`src/design/assert_macros.svh`:
```
// Assertion macros shared by the UTF-8 name validator RTL.
`ifndef ASSERT_MACROS_SVH
`define ASSERT_MACROS_SVH

// Property that must hold at every clock edge outside reset.
`define ASSERT_ALWAYS(name, clk, rst, prop) \
  name: assert property (@(posedge clk) disable iff (rst) (prop)) \
    else $error("assertion failed");

// Consequent must hold in the cycle after the antecedent.
`define ASSERT_NEXT(name, clk, rst, ante, cons) \
  name: assert property (@(posedge clk) disable iff (rst) (ante) |=> (cons)) \
    else $error("assertion failed");

`endif

```
`src/design/utf8nv_pkg.sv`:
```
// Types and constants shared by the UTF-8 name validator modules.
`default_nettype none

package utf8nv_pkg;

  localparam int CountWidth = 9;

  // Byte boundaries of the strict UTF-8 rules.
  localparam logic [7:0] BYTE_SPACE    = 8'h20;
  localparam logic [7:0] BYTE_DEL      = 8'h7F;
  localparam logic [7:0] LEAD2_LO      = 8'hC2;
  localparam logic [7:0] LEAD2_HI      = 8'hDF;
  localparam logic [7:0] LEAD3_LO      = 8'hE0;
  localparam logic [7:0] LEAD3_HI      = 8'hEF;
  localparam logic [7:0] LEAD4_LO      = 8'hF0;
  localparam logic [7:0] LEAD4_HI      = 8'hF4;
  localparam logic [7:0] CONT_LO       = 8'h80;
  localparam logic [7:0] CONT_HI       = 8'hBF;
  localparam logic [7:0] LEAD_E0       = 8'hE0;
  localparam logic [7:0] LEAD_ED       = 8'hED;
  localparam logic [7:0] LEAD_F0       = 8'hF0;
  localparam logic [7:0] LEAD_F4       = 8'hF4;
  localparam logic [7:0] E0_SECOND_MIN = 8'hA0;
  localparam logic [7:0] ED_SECOND_MAX = 8'h9F;
  localparam logic [7:0] F0_SECOND_MIN = 8'h90;
  localparam logic [7:0] F4_SECOND_MAX = 8'h8F;

  localparam logic [7:0] MAX_POINTS_RESET = 8'd64;

  // Result status codes.
  localparam logic [1:0] STATUS_OK       = 2'd0;
  localparam logic [1:0] STATUS_ACCEPTED = 2'd1;
  localparam logic [1:0] STATUS_REJECTED = 2'd2;

  typedef struct packed {
    logic       has_byte;
    logic [7:0] byte_value;
    logic       last_byte;
  } item_t;

  typedef struct packed {
    logic [1:0]            status;
    logic [CountWidth-1:0] code_point_count;
    logic                  string_end;
  } result_t;

endpackage

`default_nettype wire

```
`src/design/utf8_name_validator_unit.sv`:
```
// Top level of the streaming strict UTF-8 name validator.
//
//  Channel  Dir  Handshake      Payload
//  s_axis   in   tvalid/tready  tdata: byte_value; tuser: has_byte; tlast: last_byte
//  m_axis   out  tvalid/tready  tdata: code_point_count; tuser: status; tlast: string_end
//  cfg      in   valid/ready    cfg_data: max_code_points (always ready)
//
// A word accepted on s_axis sits in the input register while the decoder
// checks it; its result then enters the output register and leaves on m_axis.
// One word per clock is sustained while m_axis_tready stays high: both
// registers reload in the cycle that their word moves on. A stall on m_axis
// holds the output word, then the input word, then drops s_axis_tready.
// Reset clears all string state and sets the limit to 64.
`default_nettype none

module utf8_name_validator_unit (
  input  wire         clk,
  input  wire         rst,
  // Input words.
  input  wire         s_axis_tvalid,
  output logic        s_axis_tready,
  input  wire  [7:0]  s_axis_tdata,   // [7:0] byte_value
  input  wire         s_axis_tuser,   // [0] has_byte
  input  wire         s_axis_tlast,
  // Result words.
  output logic        m_axis_tvalid,
  input  wire         m_axis_tready,
  output logic [15:0] m_axis_tdata,   // [8:0] code_point_count, [15:9] zero
  output logic [1:0]  m_axis_tuser,   // [1:0] status
  output logic        m_axis_tlast,
  // Limit register write.
  input  wire         cfg_valid,
  output logic        cfg_ready,
  input  wire  [7:0]  cfg_data
);
  import utf8nv_pkg::*;

  `include "assert_macros.svh"

  logic       in_valid;
  item_t      in_item;
  logic       out_free;
  logic       fire;
  result_t    step_result;
  logic [7:0] max_code_points;

  // The output register can take a new word when empty or being drained.
  assign out_free = !m_axis_tvalid || m_axis_tready;
  assign fire     = in_valid && out_free;

  utf8nv_in_reg u_in_reg (
    .clk           (clk),
    .rst           (rst),
    .s_axis_tvalid (s_axis_tvalid),
    .s_axis_tready (s_axis_tready),
    .s_axis_tdata  (s_axis_tdata),
    .s_axis_tlast  (s_axis_tlast),
    .s_axis_tuser  (s_axis_tuser),
    .take          (fire),
    .valid         (in_valid),
    .item          (in_item)
  );

  utf8nv_decoder u_decoder (
    .clk             (clk),
    .rst             (rst),
    .step_en         (fire),
    .item            (in_item),
    .max_code_points (max_code_points),
    .result          (step_result)
  );

  // Limit register; writes must arrive only while the block is idle; the block does not enforce this.
  assign cfg_ready = 1'b1;

  always_ff @(posedge clk) begin
    if (rst) begin
      max_code_points <= MAX_POINTS_RESET;
    end else if (cfg_valid) begin
      max_code_points <= cfg_data;
    end
  end

  // Output register.
  always_ff @(posedge clk) begin
    if (rst) begin
      m_axis_tvalid <= 1'b0;
    end else if (out_free) begin
      m_axis_tvalid <= in_valid;
    end
  end

  always_ff @(posedge clk) begin
    if (fire) begin
      m_axis_tdata <= {{(16 - CountWidth){1'b0}}, step_result.code_point_count};
      m_axis_tuser <= step_result.status;
      m_axis_tlast <= step_result.string_end;
    end
  end

  // A string verdict is never "fine so far", and a mid-string word is never
  // an acceptance.
  `ASSERT_ALWAYS(a_end_has_verdict, clk, rst,
                 !(m_axis_tvalid && m_axis_tlast) || m_axis_tuser != STATUS_OK)
  `ASSERT_ALWAYS(a_mid_not_accepted, clk, rst,
                 !(m_axis_tvalid && !m_axis_tlast) || m_axis_tuser != STATUS_ACCEPTED)
  `ASSERT_NEXT(a_fire_fills_output, clk, rst, fire, m_axis_tvalid)

endmodule

`default_nettype wire

```
`src/design/utf8nv_in_reg.sv`:
```
// Input register stage of the UTF-8 name validator.
`default_nettype none

module utf8nv_in_reg (
  input  wire                   clk,
  input  wire                   rst,
  input  wire                   s_axis_tvalid,
  output logic                  s_axis_tready,
  input  wire  [7:0]            s_axis_tdata,
  input  wire                   s_axis_tlast,
  input  wire                   s_axis_tuser,
  input  wire                   take,
  output logic                  valid,
  output utf8nv_pkg::item_t     item
);
  import utf8nv_pkg::*;

  // The stage refills in the same cycle that the decoder consumes it.
  assign s_axis_tready = !valid || take;

  always_ff @(posedge clk) begin
    if (rst) begin
      valid <= 1'b0;
    end else if (s_axis_tready) begin
      valid <= s_axis_tvalid;
    end
  end

  always_ff @(posedge clk) begin
    if (s_axis_tvalid && s_axis_tready) begin
      item.has_byte   <= s_axis_tuser;
      item.byte_value <= s_axis_tdata;
      item.last_byte  <= s_axis_tlast;
    end
  end

endmodule

`default_nettype wire

```
`src/design/utf8nv_decoder.sv`:
```
// Per-string UTF-8 decoding state and the per-byte check logic.
`default_nettype none

module utf8nv_decoder (
  input  wire                   clk,
  input  wire                   rst,
  input  wire                   step_en,
  input  utf8nv_pkg::item_t     item,
  input  wire  [7:0]            max_code_points,
  output utf8nv_pkg::result_t   result
);
  import utf8nv_pkg::*;

  `include "assert_macros.svh"

  logic [1:0]            bytes_remaining, bytes_remaining_next;
  logic [7:0]            lead_byte, lead_byte_next;
  logic                  expect_second, expect_second_next;
  logic                  rejected, rejected_next;
  logic [CountWidth-1:0] points_seen, points_seen_next;

  logic [CountWidth-1:0] points_inc;
  logic                  complete;
  logic                  second_bad;
  logic                  empty_str;
  logic                  bad_str;
  logic [7:0]            b;

  assign b          = item.byte_value;
  assign points_inc = points_seen + CountWidth'(1);

  // Overlong, surrogate and upper-range limits on the byte right after a lead.
  assign second_bad = (lead_byte == LEAD_E0 && b < E0_SECOND_MIN) ||
                      (lead_byte == LEAD_ED && b > ED_SECOND_MAX) ||
                      (lead_byte == LEAD_F0 && b < F0_SECOND_MIN) ||
                      (lead_byte == LEAD_F4 && b > F4_SECOND_MAX);

  always_comb begin
    bytes_remaining_next = bytes_remaining;
    lead_byte_next       = lead_byte;
    expect_second_next   = expect_second;
    rejected_next        = rejected;
    points_seen_next     = points_seen;
    complete             = 1'b0;

    if (item.has_byte && !rejected) begin
      if (bytes_remaining == 2'd0) begin
        if (b <= BYTE_DEL) begin
          if (b < BYTE_SPACE || b == BYTE_DEL) begin
            rejected_next = 1'b1;
          end else begin
            complete = 1'b1;
          end
        end else if (b inside {[LEAD2_LO:LEAD2_HI]}) begin
          bytes_remaining_next = 2'd1;
          lead_byte_next       = b;
          expect_second_next   = 1'b1;
        end else if (b inside {[LEAD3_LO:LEAD3_HI]}) begin
          bytes_remaining_next = 2'd2;
          lead_byte_next       = b;
          expect_second_next   = 1'b1;
        end else if (b inside {[LEAD4_LO:LEAD4_HI]}) begin
          bytes_remaining_next = 2'd3;
          lead_byte_next       = b;
          expect_second_next   = 1'b1;
        end else begin
          rejected_next = 1'b1;
        end
      end else if (!(b inside {[CONT_LO:CONT_HI]})) begin
        rejected_next = 1'b1;
      end else if (expect_second && second_bad) begin
        rejected_next = 1'b1;
      end else begin
        expect_second_next   = 1'b0;
        bytes_remaining_next = bytes_remaining - 2'd1;
        complete             = (bytes_remaining == 2'd1);
      end
    end

    // A finished code point counts even when it breaks the limit.
    if (complete) begin
      points_seen_next = points_inc;
      if (points_inc > {1'b0, max_code_points}) begin
        rejected_next = 1'b1;
      end
    end
  end

  assign empty_str = !rejected_next && bytes_remaining_next == 2'd0 &&
                     points_seen_next == '0;
  assign bad_str   = rejected_next || bytes_remaining_next != 2'd0 || empty_str;

  always_comb begin
    result.code_point_count = points_seen_next;
    result.string_end       = item.last_byte;
    if (item.last_byte) begin
      result.status = bad_str ? STATUS_REJECTED : STATUS_ACCEPTED;
    end else begin
      result.status = rejected_next ? STATUS_REJECTED : STATUS_OK;
    end
  end

  always_ff @(posedge clk) begin
    if (rst) begin
      bytes_remaining <= 2'd0;
      lead_byte       <= 8'd0;
      expect_second   <= 1'b0;
      rejected        <= 1'b0;
      points_seen     <= '0;
    end else if (step_en) begin
      if (item.last_byte) begin
        bytes_remaining <= 2'd0;
        lead_byte       <= 8'd0;
        expect_second   <= 1'b0;
        rejected        <= 1'b0;
        points_seen     <= '0;
      end else begin
        bytes_remaining <= bytes_remaining_next;
        lead_byte       <= lead_byte_next;
        expect_second   <= expect_second_next;
        rejected        <= rejected_next;
        points_seen     <= points_seen_next;
      end
    end
  end

  `ASSERT_ALWAYS(a_second_needs_pending, clk, rst,
                 !expect_second || bytes_remaining != 2'd0)
  `ASSERT_ALWAYS(a_count_bounded, clk, rst, points_seen <= 9'd256)
  `ASSERT_NEXT(a_clear_after_last, clk, rst, step_en && item.last_byte,
               points_seen == '0 && !rejected && bytes_remaining == 2'd0)

endmodule

`default_nettype wire
```
`config.mk`:
```
export PLATFORM = sky130hd
export DESIGN_NAME = utf8_name_validator_unit
export DESIGN_NICKNAME = d
export VERILOG_FILES = /design/src/design/utf8nv_pkg.sv /design/src/design/utf8_name_validator_unit.sv /design/src/design/utf8nv_in_reg.sv /design/src/design/utf8nv_decoder.sv
export VERILOG_INCLUDE_DIRS = /design/src /design/src/design
export SDC_FILE = /design/constraint.sdc
export NUM_CORES = 1
export LEC_CHECK = 0
export BUFFER_PORTS_ARGS = -buffer_cell sky130_fd_sc_hd__buf_2
export CORE_ASPECT_RATIO = 1.5
export CORE_MARGIN = 2
export CORE_UTILIZATION = 40
export CTS_BUF_LIST = sky130_fd_sc_hd__clkbuf_8 sky130_fd_sc_hd__clkbuf_16
export DETAILED_ROUTE_END_ITERATION = 7
export GPL_TIMING_DRIVEN = 0
export PLACE_DENSITY_LB_ADDON = 0.05
export REMOVE_ABC_BUFFERS = 1
export SYNTH_ARGS = -nofsm -noshare
export SYNTH_HDL_FRONTEND = slang
export SYNTH_SLANG_ARGS = --single-unit
export TNS_END_PERCENT = 50
```
`constraint.sdc`:
```
create_clock -name clk -period 4.2 [get_ports clk]
set_clock_uncertainty 0.1 [all_clocks]
set_input_delay 0.84 -clock clk [delete_from_list [all_inputs] [get_ports clk]]
set_output_delay 0.84 -clock clk [all_outputs]
set_load 0.02 [all_outputs]
```
# After elaboration in Yosys (flattened, before gate mapping)

Index checks and enable logic that the tools add are counted.

Register bits: 53
Input port bits: 23
Output and inout bits: 22
Logic and storage cells: 125

$add $sub $neg: 2
$lt $le $gt $ge: 15
Equal/unequal tests: 10
Multiplexer cells: 48
Reduce and logical (&&, ||, !) cells: 36

Operators by type and width:

| kind                | number |
|---|---|
| $mux 8              | 7 |
| $eq 8x8->1 const B  | 4 |
| $ge 8x8->1 const B  | 4 |
| $le 8x8->1 const B  | 4 |
| $mux 1              | 27 |
| $mux 2              | 12 |
| $mux 9              | 2 |
| $gt 8x8->1 const B  | 2 |
| $lt 8x8->1 const B  | 2 |
| $logic_and 1x1->1   | 14 |
| $add 9x1->9 const B | 1 |
| $gt 9x8->1          | 1 |
| $logic_not 9->1     | 1 |
| $eq 8x7->1 const B  | 1 |
| $le 8x7->1 const B  | 1 |
| $logic_or 1x1->1    | 8 |
| $lt 8x6->1 const B  | 1 |
| $reduce_and 6->1    | 1 |
| $reduce_bool 2->1   | 3 |
| $ne 5x5->1 const B  | 1 |
| $reduce_and 5->1    | 1 |
| $logic_not 1->1     | 4 |
| $logic_not 2->1     | 2 |
| $reduce_bool 4->1   | 1 |
| 6 further kinds     | 6 |

# Logic depth before layout (Yosys ltp)

Word-level depth: 18
Gate-level depth with buffers: 12
Mapped depth without buffers: 12

# By module

From an unflattened synthesis, not the netlist that was laid out.

Cell total of the unflattened synthesis: 285
Area total of the unflattened synthesis: 2816.5 um^2

By module, submodules not included:

| module                   | instances | cells an instance | area an instance (um^2) | sequential area each (um^2) |
|---|---|---|---|---|
| utf8nv_decoder           | 1         | 217               | 1701.6                  | 420.4 |
| utf8_name_validator_unit | 1         | 53                | 759.5                   | 540.5 |
| utf8nv_in_reg            | 1         | 15                | 355.3                   | 320.3 |

# Least setup slack after synthesis

No wires, ideal clock.

Path kind: register to register
Start point: register u_decoder.points_seen[0]
End point: register m_axis_tuser[1], data pin
Library setup time: 0.254 ns
Arrival: 3.071 ns
Required time: 3.846 ns
Setup slack: 0.774 ns
Cell stages (with the launch flop): 13
Buffers on the path: 0
Clock period less this slack: 3.426 ns
Cells stage by stage: dfxtp_1 -> ha_1 -> nand3_1 -> nor2_1 -> xor2_1 -> ha_1 -> a21o_1 -> a21o_1 -> a2111oi_0 -> o21ai_0 -> a221o_1 -> a2111o_1 -> o21a_1

RTL lines:

| what                   | line                           | RTL |
|---|---|---|
| start, declared        | utf8nv_decoder.sv:20           | `logic [CountWidth-1:0] points_seen, points_seen_next;` |
| start signal, assigned | utf8nv_decoder.sv:122          | `points_seen <= points_seen_next;` |
| end signal, assigned   | utf8_name_validator_unit.sv:96 | `m_axis_tuser <= step_result.status;` |
| end, declared          | utf8_name_validator_unit.sv:29 | `output logic [1:0] m_axis_tuser,` |

==> impl_metrics.tcl <==
set metrics [dict create \
    outcome "finished, final reports clean" \
    clkTransAtPathRegs_ns 0.10 \
    first_global_vias 2201 \
    dr.pass1.iters 4 \
    grt_pass1_wl_mm 10.4 \
    synth_fa_ha_area_frac 0.0475 \
    fp.coreArea_um2 7130 \
    start_kind "flip-flop" \
    htree_levels 2 \
    clock_path_buffers 2 \
    cts_tree "yes" \
    netSwitchingPower_w 0.000246 \
    worst-path-max-fanout 8 \
    place_hpwl_mm 4.56 \
    yosys.area.top_type "edfxtp_1" \
    ys_warn_count 0 \
    cts_sinks 53 \
    synthXorXnorAreaFrac 0.0484 \
    hold_class "reg -> reg" \
    relSlewSlack 0.315 \
    setup.worst_path.class "reg -> reg" \
    track_usage 0.168 \
    synth_cell_type_count 57 \
    peakVddDrop_mv 0.139 \
    utilization 0.444 \
    netlist.area_leader.share 0.228 \
    synth_edf_count 22 \
    cts_buffers 5 \
    muxShareOfSynthArea 0.0713 \
    die_w_um 73.5 \
    grt.overflow.total 0 \
    synth_compound_area_frac 0.142 \
    port_buffers 36 \
    vias 2160 \
    p_int_w 0.000711 \
    grt_max_degree 25 \
    drt_iter0_markers 115 \
    fin_crit_sh 0.921 \
    combPwrFrac 0.113 \
    insertion_delay_ns 0.30 \
    postCtsSetupRepairBufs 0 \
    wl_per_cell_um 14.7 \
    tns_ns 0 \
    dieHeight_um 108 \
    antenna_found_initial 0 \
    yosys-top-cells-area "edfxtp_1 (23%), dfxtp_1 (21%), mux2i_1 (6.2%)" \
    arrival_ns 3.83 \
    start_util 0.406 \
    rsz0062_at_grt "false" \
    die_area_um2 7950 \
    layout-drive-gt1-share 0.156 \
    end_kind "flip-flop" \
    cp_data_required_time_ns 4.16 \
    place.gp.congestion 0.857 \
    fin_crit_ns 3.87 \
    finalHoldViolCount 0 \
    num_io_pins 45 \
    maxSlewViolCount 0 \
    n_fill_cell 737 \
    yosys.area_share.simple 0.179 \
    worstMarginPinSlew_ns 1.03 \
    synth-main-ff-cell "dfxtp_1" \
    area_delta_synth_final_pct 9.29 \
    synthArstFlopShare 0 \
    hold_buffers 0 \
    synth-seq-cells 53 \
    syn_area_um2 2900 \
    max_freq_mhz 259 \
    seq_area_frac_synth 0.442 \
    syn_inst 307 \
    avgSynthCellArea_um2 9.43 \
    drc 0 \
    nNetsFinal 367 \
    finalWirelength_mm 6.07 \
    postRouteAntennaNets 0 \
    switching_share 0.257 \
    viasPerCell 5.22 \
    drv_cap 0 \
    antenna_cells 0 \
    cts_root_buf "clkbuf_8" \
    p_clk_frac 0.290 \
    row_count 38 \
    setup_viol 0 \
    p_seq_frac 0.597 \
    cellPowerDensity_nw_per_um2 302 \
    leakagePower_nw 1.34 \
    synth_top_family_by_area "simple AND/OR/NAND/NOR gates" \
]
worst paths after layout:
path                                                    from                            to  slack [ns]  cells after the start
worst max-delay path                u_decoder.points_seen[0]               m_axis_tuser[1]        0.33                     12
worst min-delay path            u_decoder.bytes_remaining[1]  u_decoder.bytes_remaining[1]        0.37                      2
worst max register to register      u_decoder.points_seen[0]               m_axis_tuser[1]        0.33                     12
worst min register to register  u_decoder.bytes_remaining[1]  u_decoder.bytes_remaining[1]        0.37                      2
logic make-up (layout without fill, tap and decap cells):
kind of cell,after synthesis,count (layout)
AOI/OAI and AO/OA,57,57
xor gates and xnor gates,16,16
adders and majority gates,11,11
buffers and inverters,43,64
DFF,53,53
muxes,20,20
other,2,8
and+or+nand+nor,105,105
cell usage after synthesis (all sizes together) (3+ instances only):
cell type,count
dfxtp,31
a22oi,4
nand3,14
o211ai,3
inv,20
nand4,3
or3,4
edfxtp,22
o21a,3
a21o,4
ha,11
nor3,5
o21ai,17
a21oi,7
a31oi,3
mux2i,18
buf,11
clkbuf,12
nor2,32
nor2b,11
nand2b,4
xor2,11
xnor2,5
and2,3
nand2,19
per-stage QoR:
| stage | instances | hold WS, ns | power [W] | area [µm²] | worst slack, ns |
|---|---|---|---|---|---|
| after global placement | 406 | 0.347 | 0.000691 | 3080 | 0.164 |
| after detailed placement | 406 | 0.351 | 0.000692 | 3080 | 0.163 |
| after floorplan | 290 | 0.330 | 0.000651 | 2800 | 0.777 |
| after global routing | 414 | 0.405 | 0.00100 | 3170 | 0.0158 |
| after CTS | 414 | 0.371 | 0.000972 | 3160 | 0.141 |
| final | 414 | 0.371 | 0.000956 | 3170 | 0.334 |
layout make-up:
class | instances | area (µm²) | share of cell area
repair buffers | 36 | 180 | 0.0569
multi-input cells | 217 | 1450 | 0.457
clock inverters | 3 | 13.8 | 0.00435
inverters | 20 | 75.1 | 0.0237
well taps | 80 | 100 | 0.0316
flip-flops and latches | 53 | 1280 | 0.405
clock buffers | 5 | 68.8 | 0.0217
flip-flops by register name, summed over array words and instances, names as in the netlist:
signal / flops
u_decoder.lead_byte: 8
u_in_reg.valid: 1
u_decoder.points_seen: 9
m_axis_tlast: 1
u_decoder.rejected: 1
m_axis_tdata: 9
u_decoder.expect_second: 1
u_decoder.bytes_remaining: 2
max_code_points: 8
u_in_reg.item: 10
m_axis_tuser: 2
m_axis_tvalid: 1
worst max-delay path, cell delays in order (launching register included):
cell and delay (ns):
dfxtp_2 0.44, ha_1 0.30, nand3_1 0.24, nor2_2 0.24
xor2_1 0.21, ha_1 0.28, a21o_1 0.19, a21o_1 0.17
a2111oi_0 0.31, o21ai_0 0.17, a221o_1 0.44, a2111o_1 0.40
o21a_1 0.13
power groups by stage:
stage	Sequential (W)	Combinational, W	Clock [W]
after floorplan	0.000587	0.0000640	0
after global placement	0.000583	0.000107	0
after detailed placement	0.000584	0.000109	0
after CTS	0.000572	0.000109	0.000291
after global routing	0.000575	0.000122	0.000308
final	0.000571	0.000108	0.000277
placed cells by master (no fill, tap or decap), drive strengths merged, types with 4 or more instances in the layout:
cell type	netlist	layout
a21o	4	4
a21oi	7	7
a22oi	4	4
buf	11	36
clkbuf	12	5
conb	2	8
dfxtp	31	31
edfxtp	22	22
ha	11	11
inv	20	21
mux2i	18	18
nand2	19	19
nand2b	4	4
nand3	14	14
nor2	32	32
nor2b	11	11
nor3	5	5
o21ai	17	17
or3	4	4
xnor2	5	5
xor2	11	11
metal layers:
metal  GRT usage  vias to the layer above  share of wire
li1            -                     1106              -
met1       0.195                     1009           0.41
met2       0.300                       33           0.54
met3      0.0252                       12          0.022
met4      0.0675                        0          0.027
met5           0                        -              0
timing repair:
item	CTS	global route
hold endpoints to repair	0	0
gates resized for setup	0	2
setup endpoints to repair	0	2
Power figures use the tool's default switching activity.
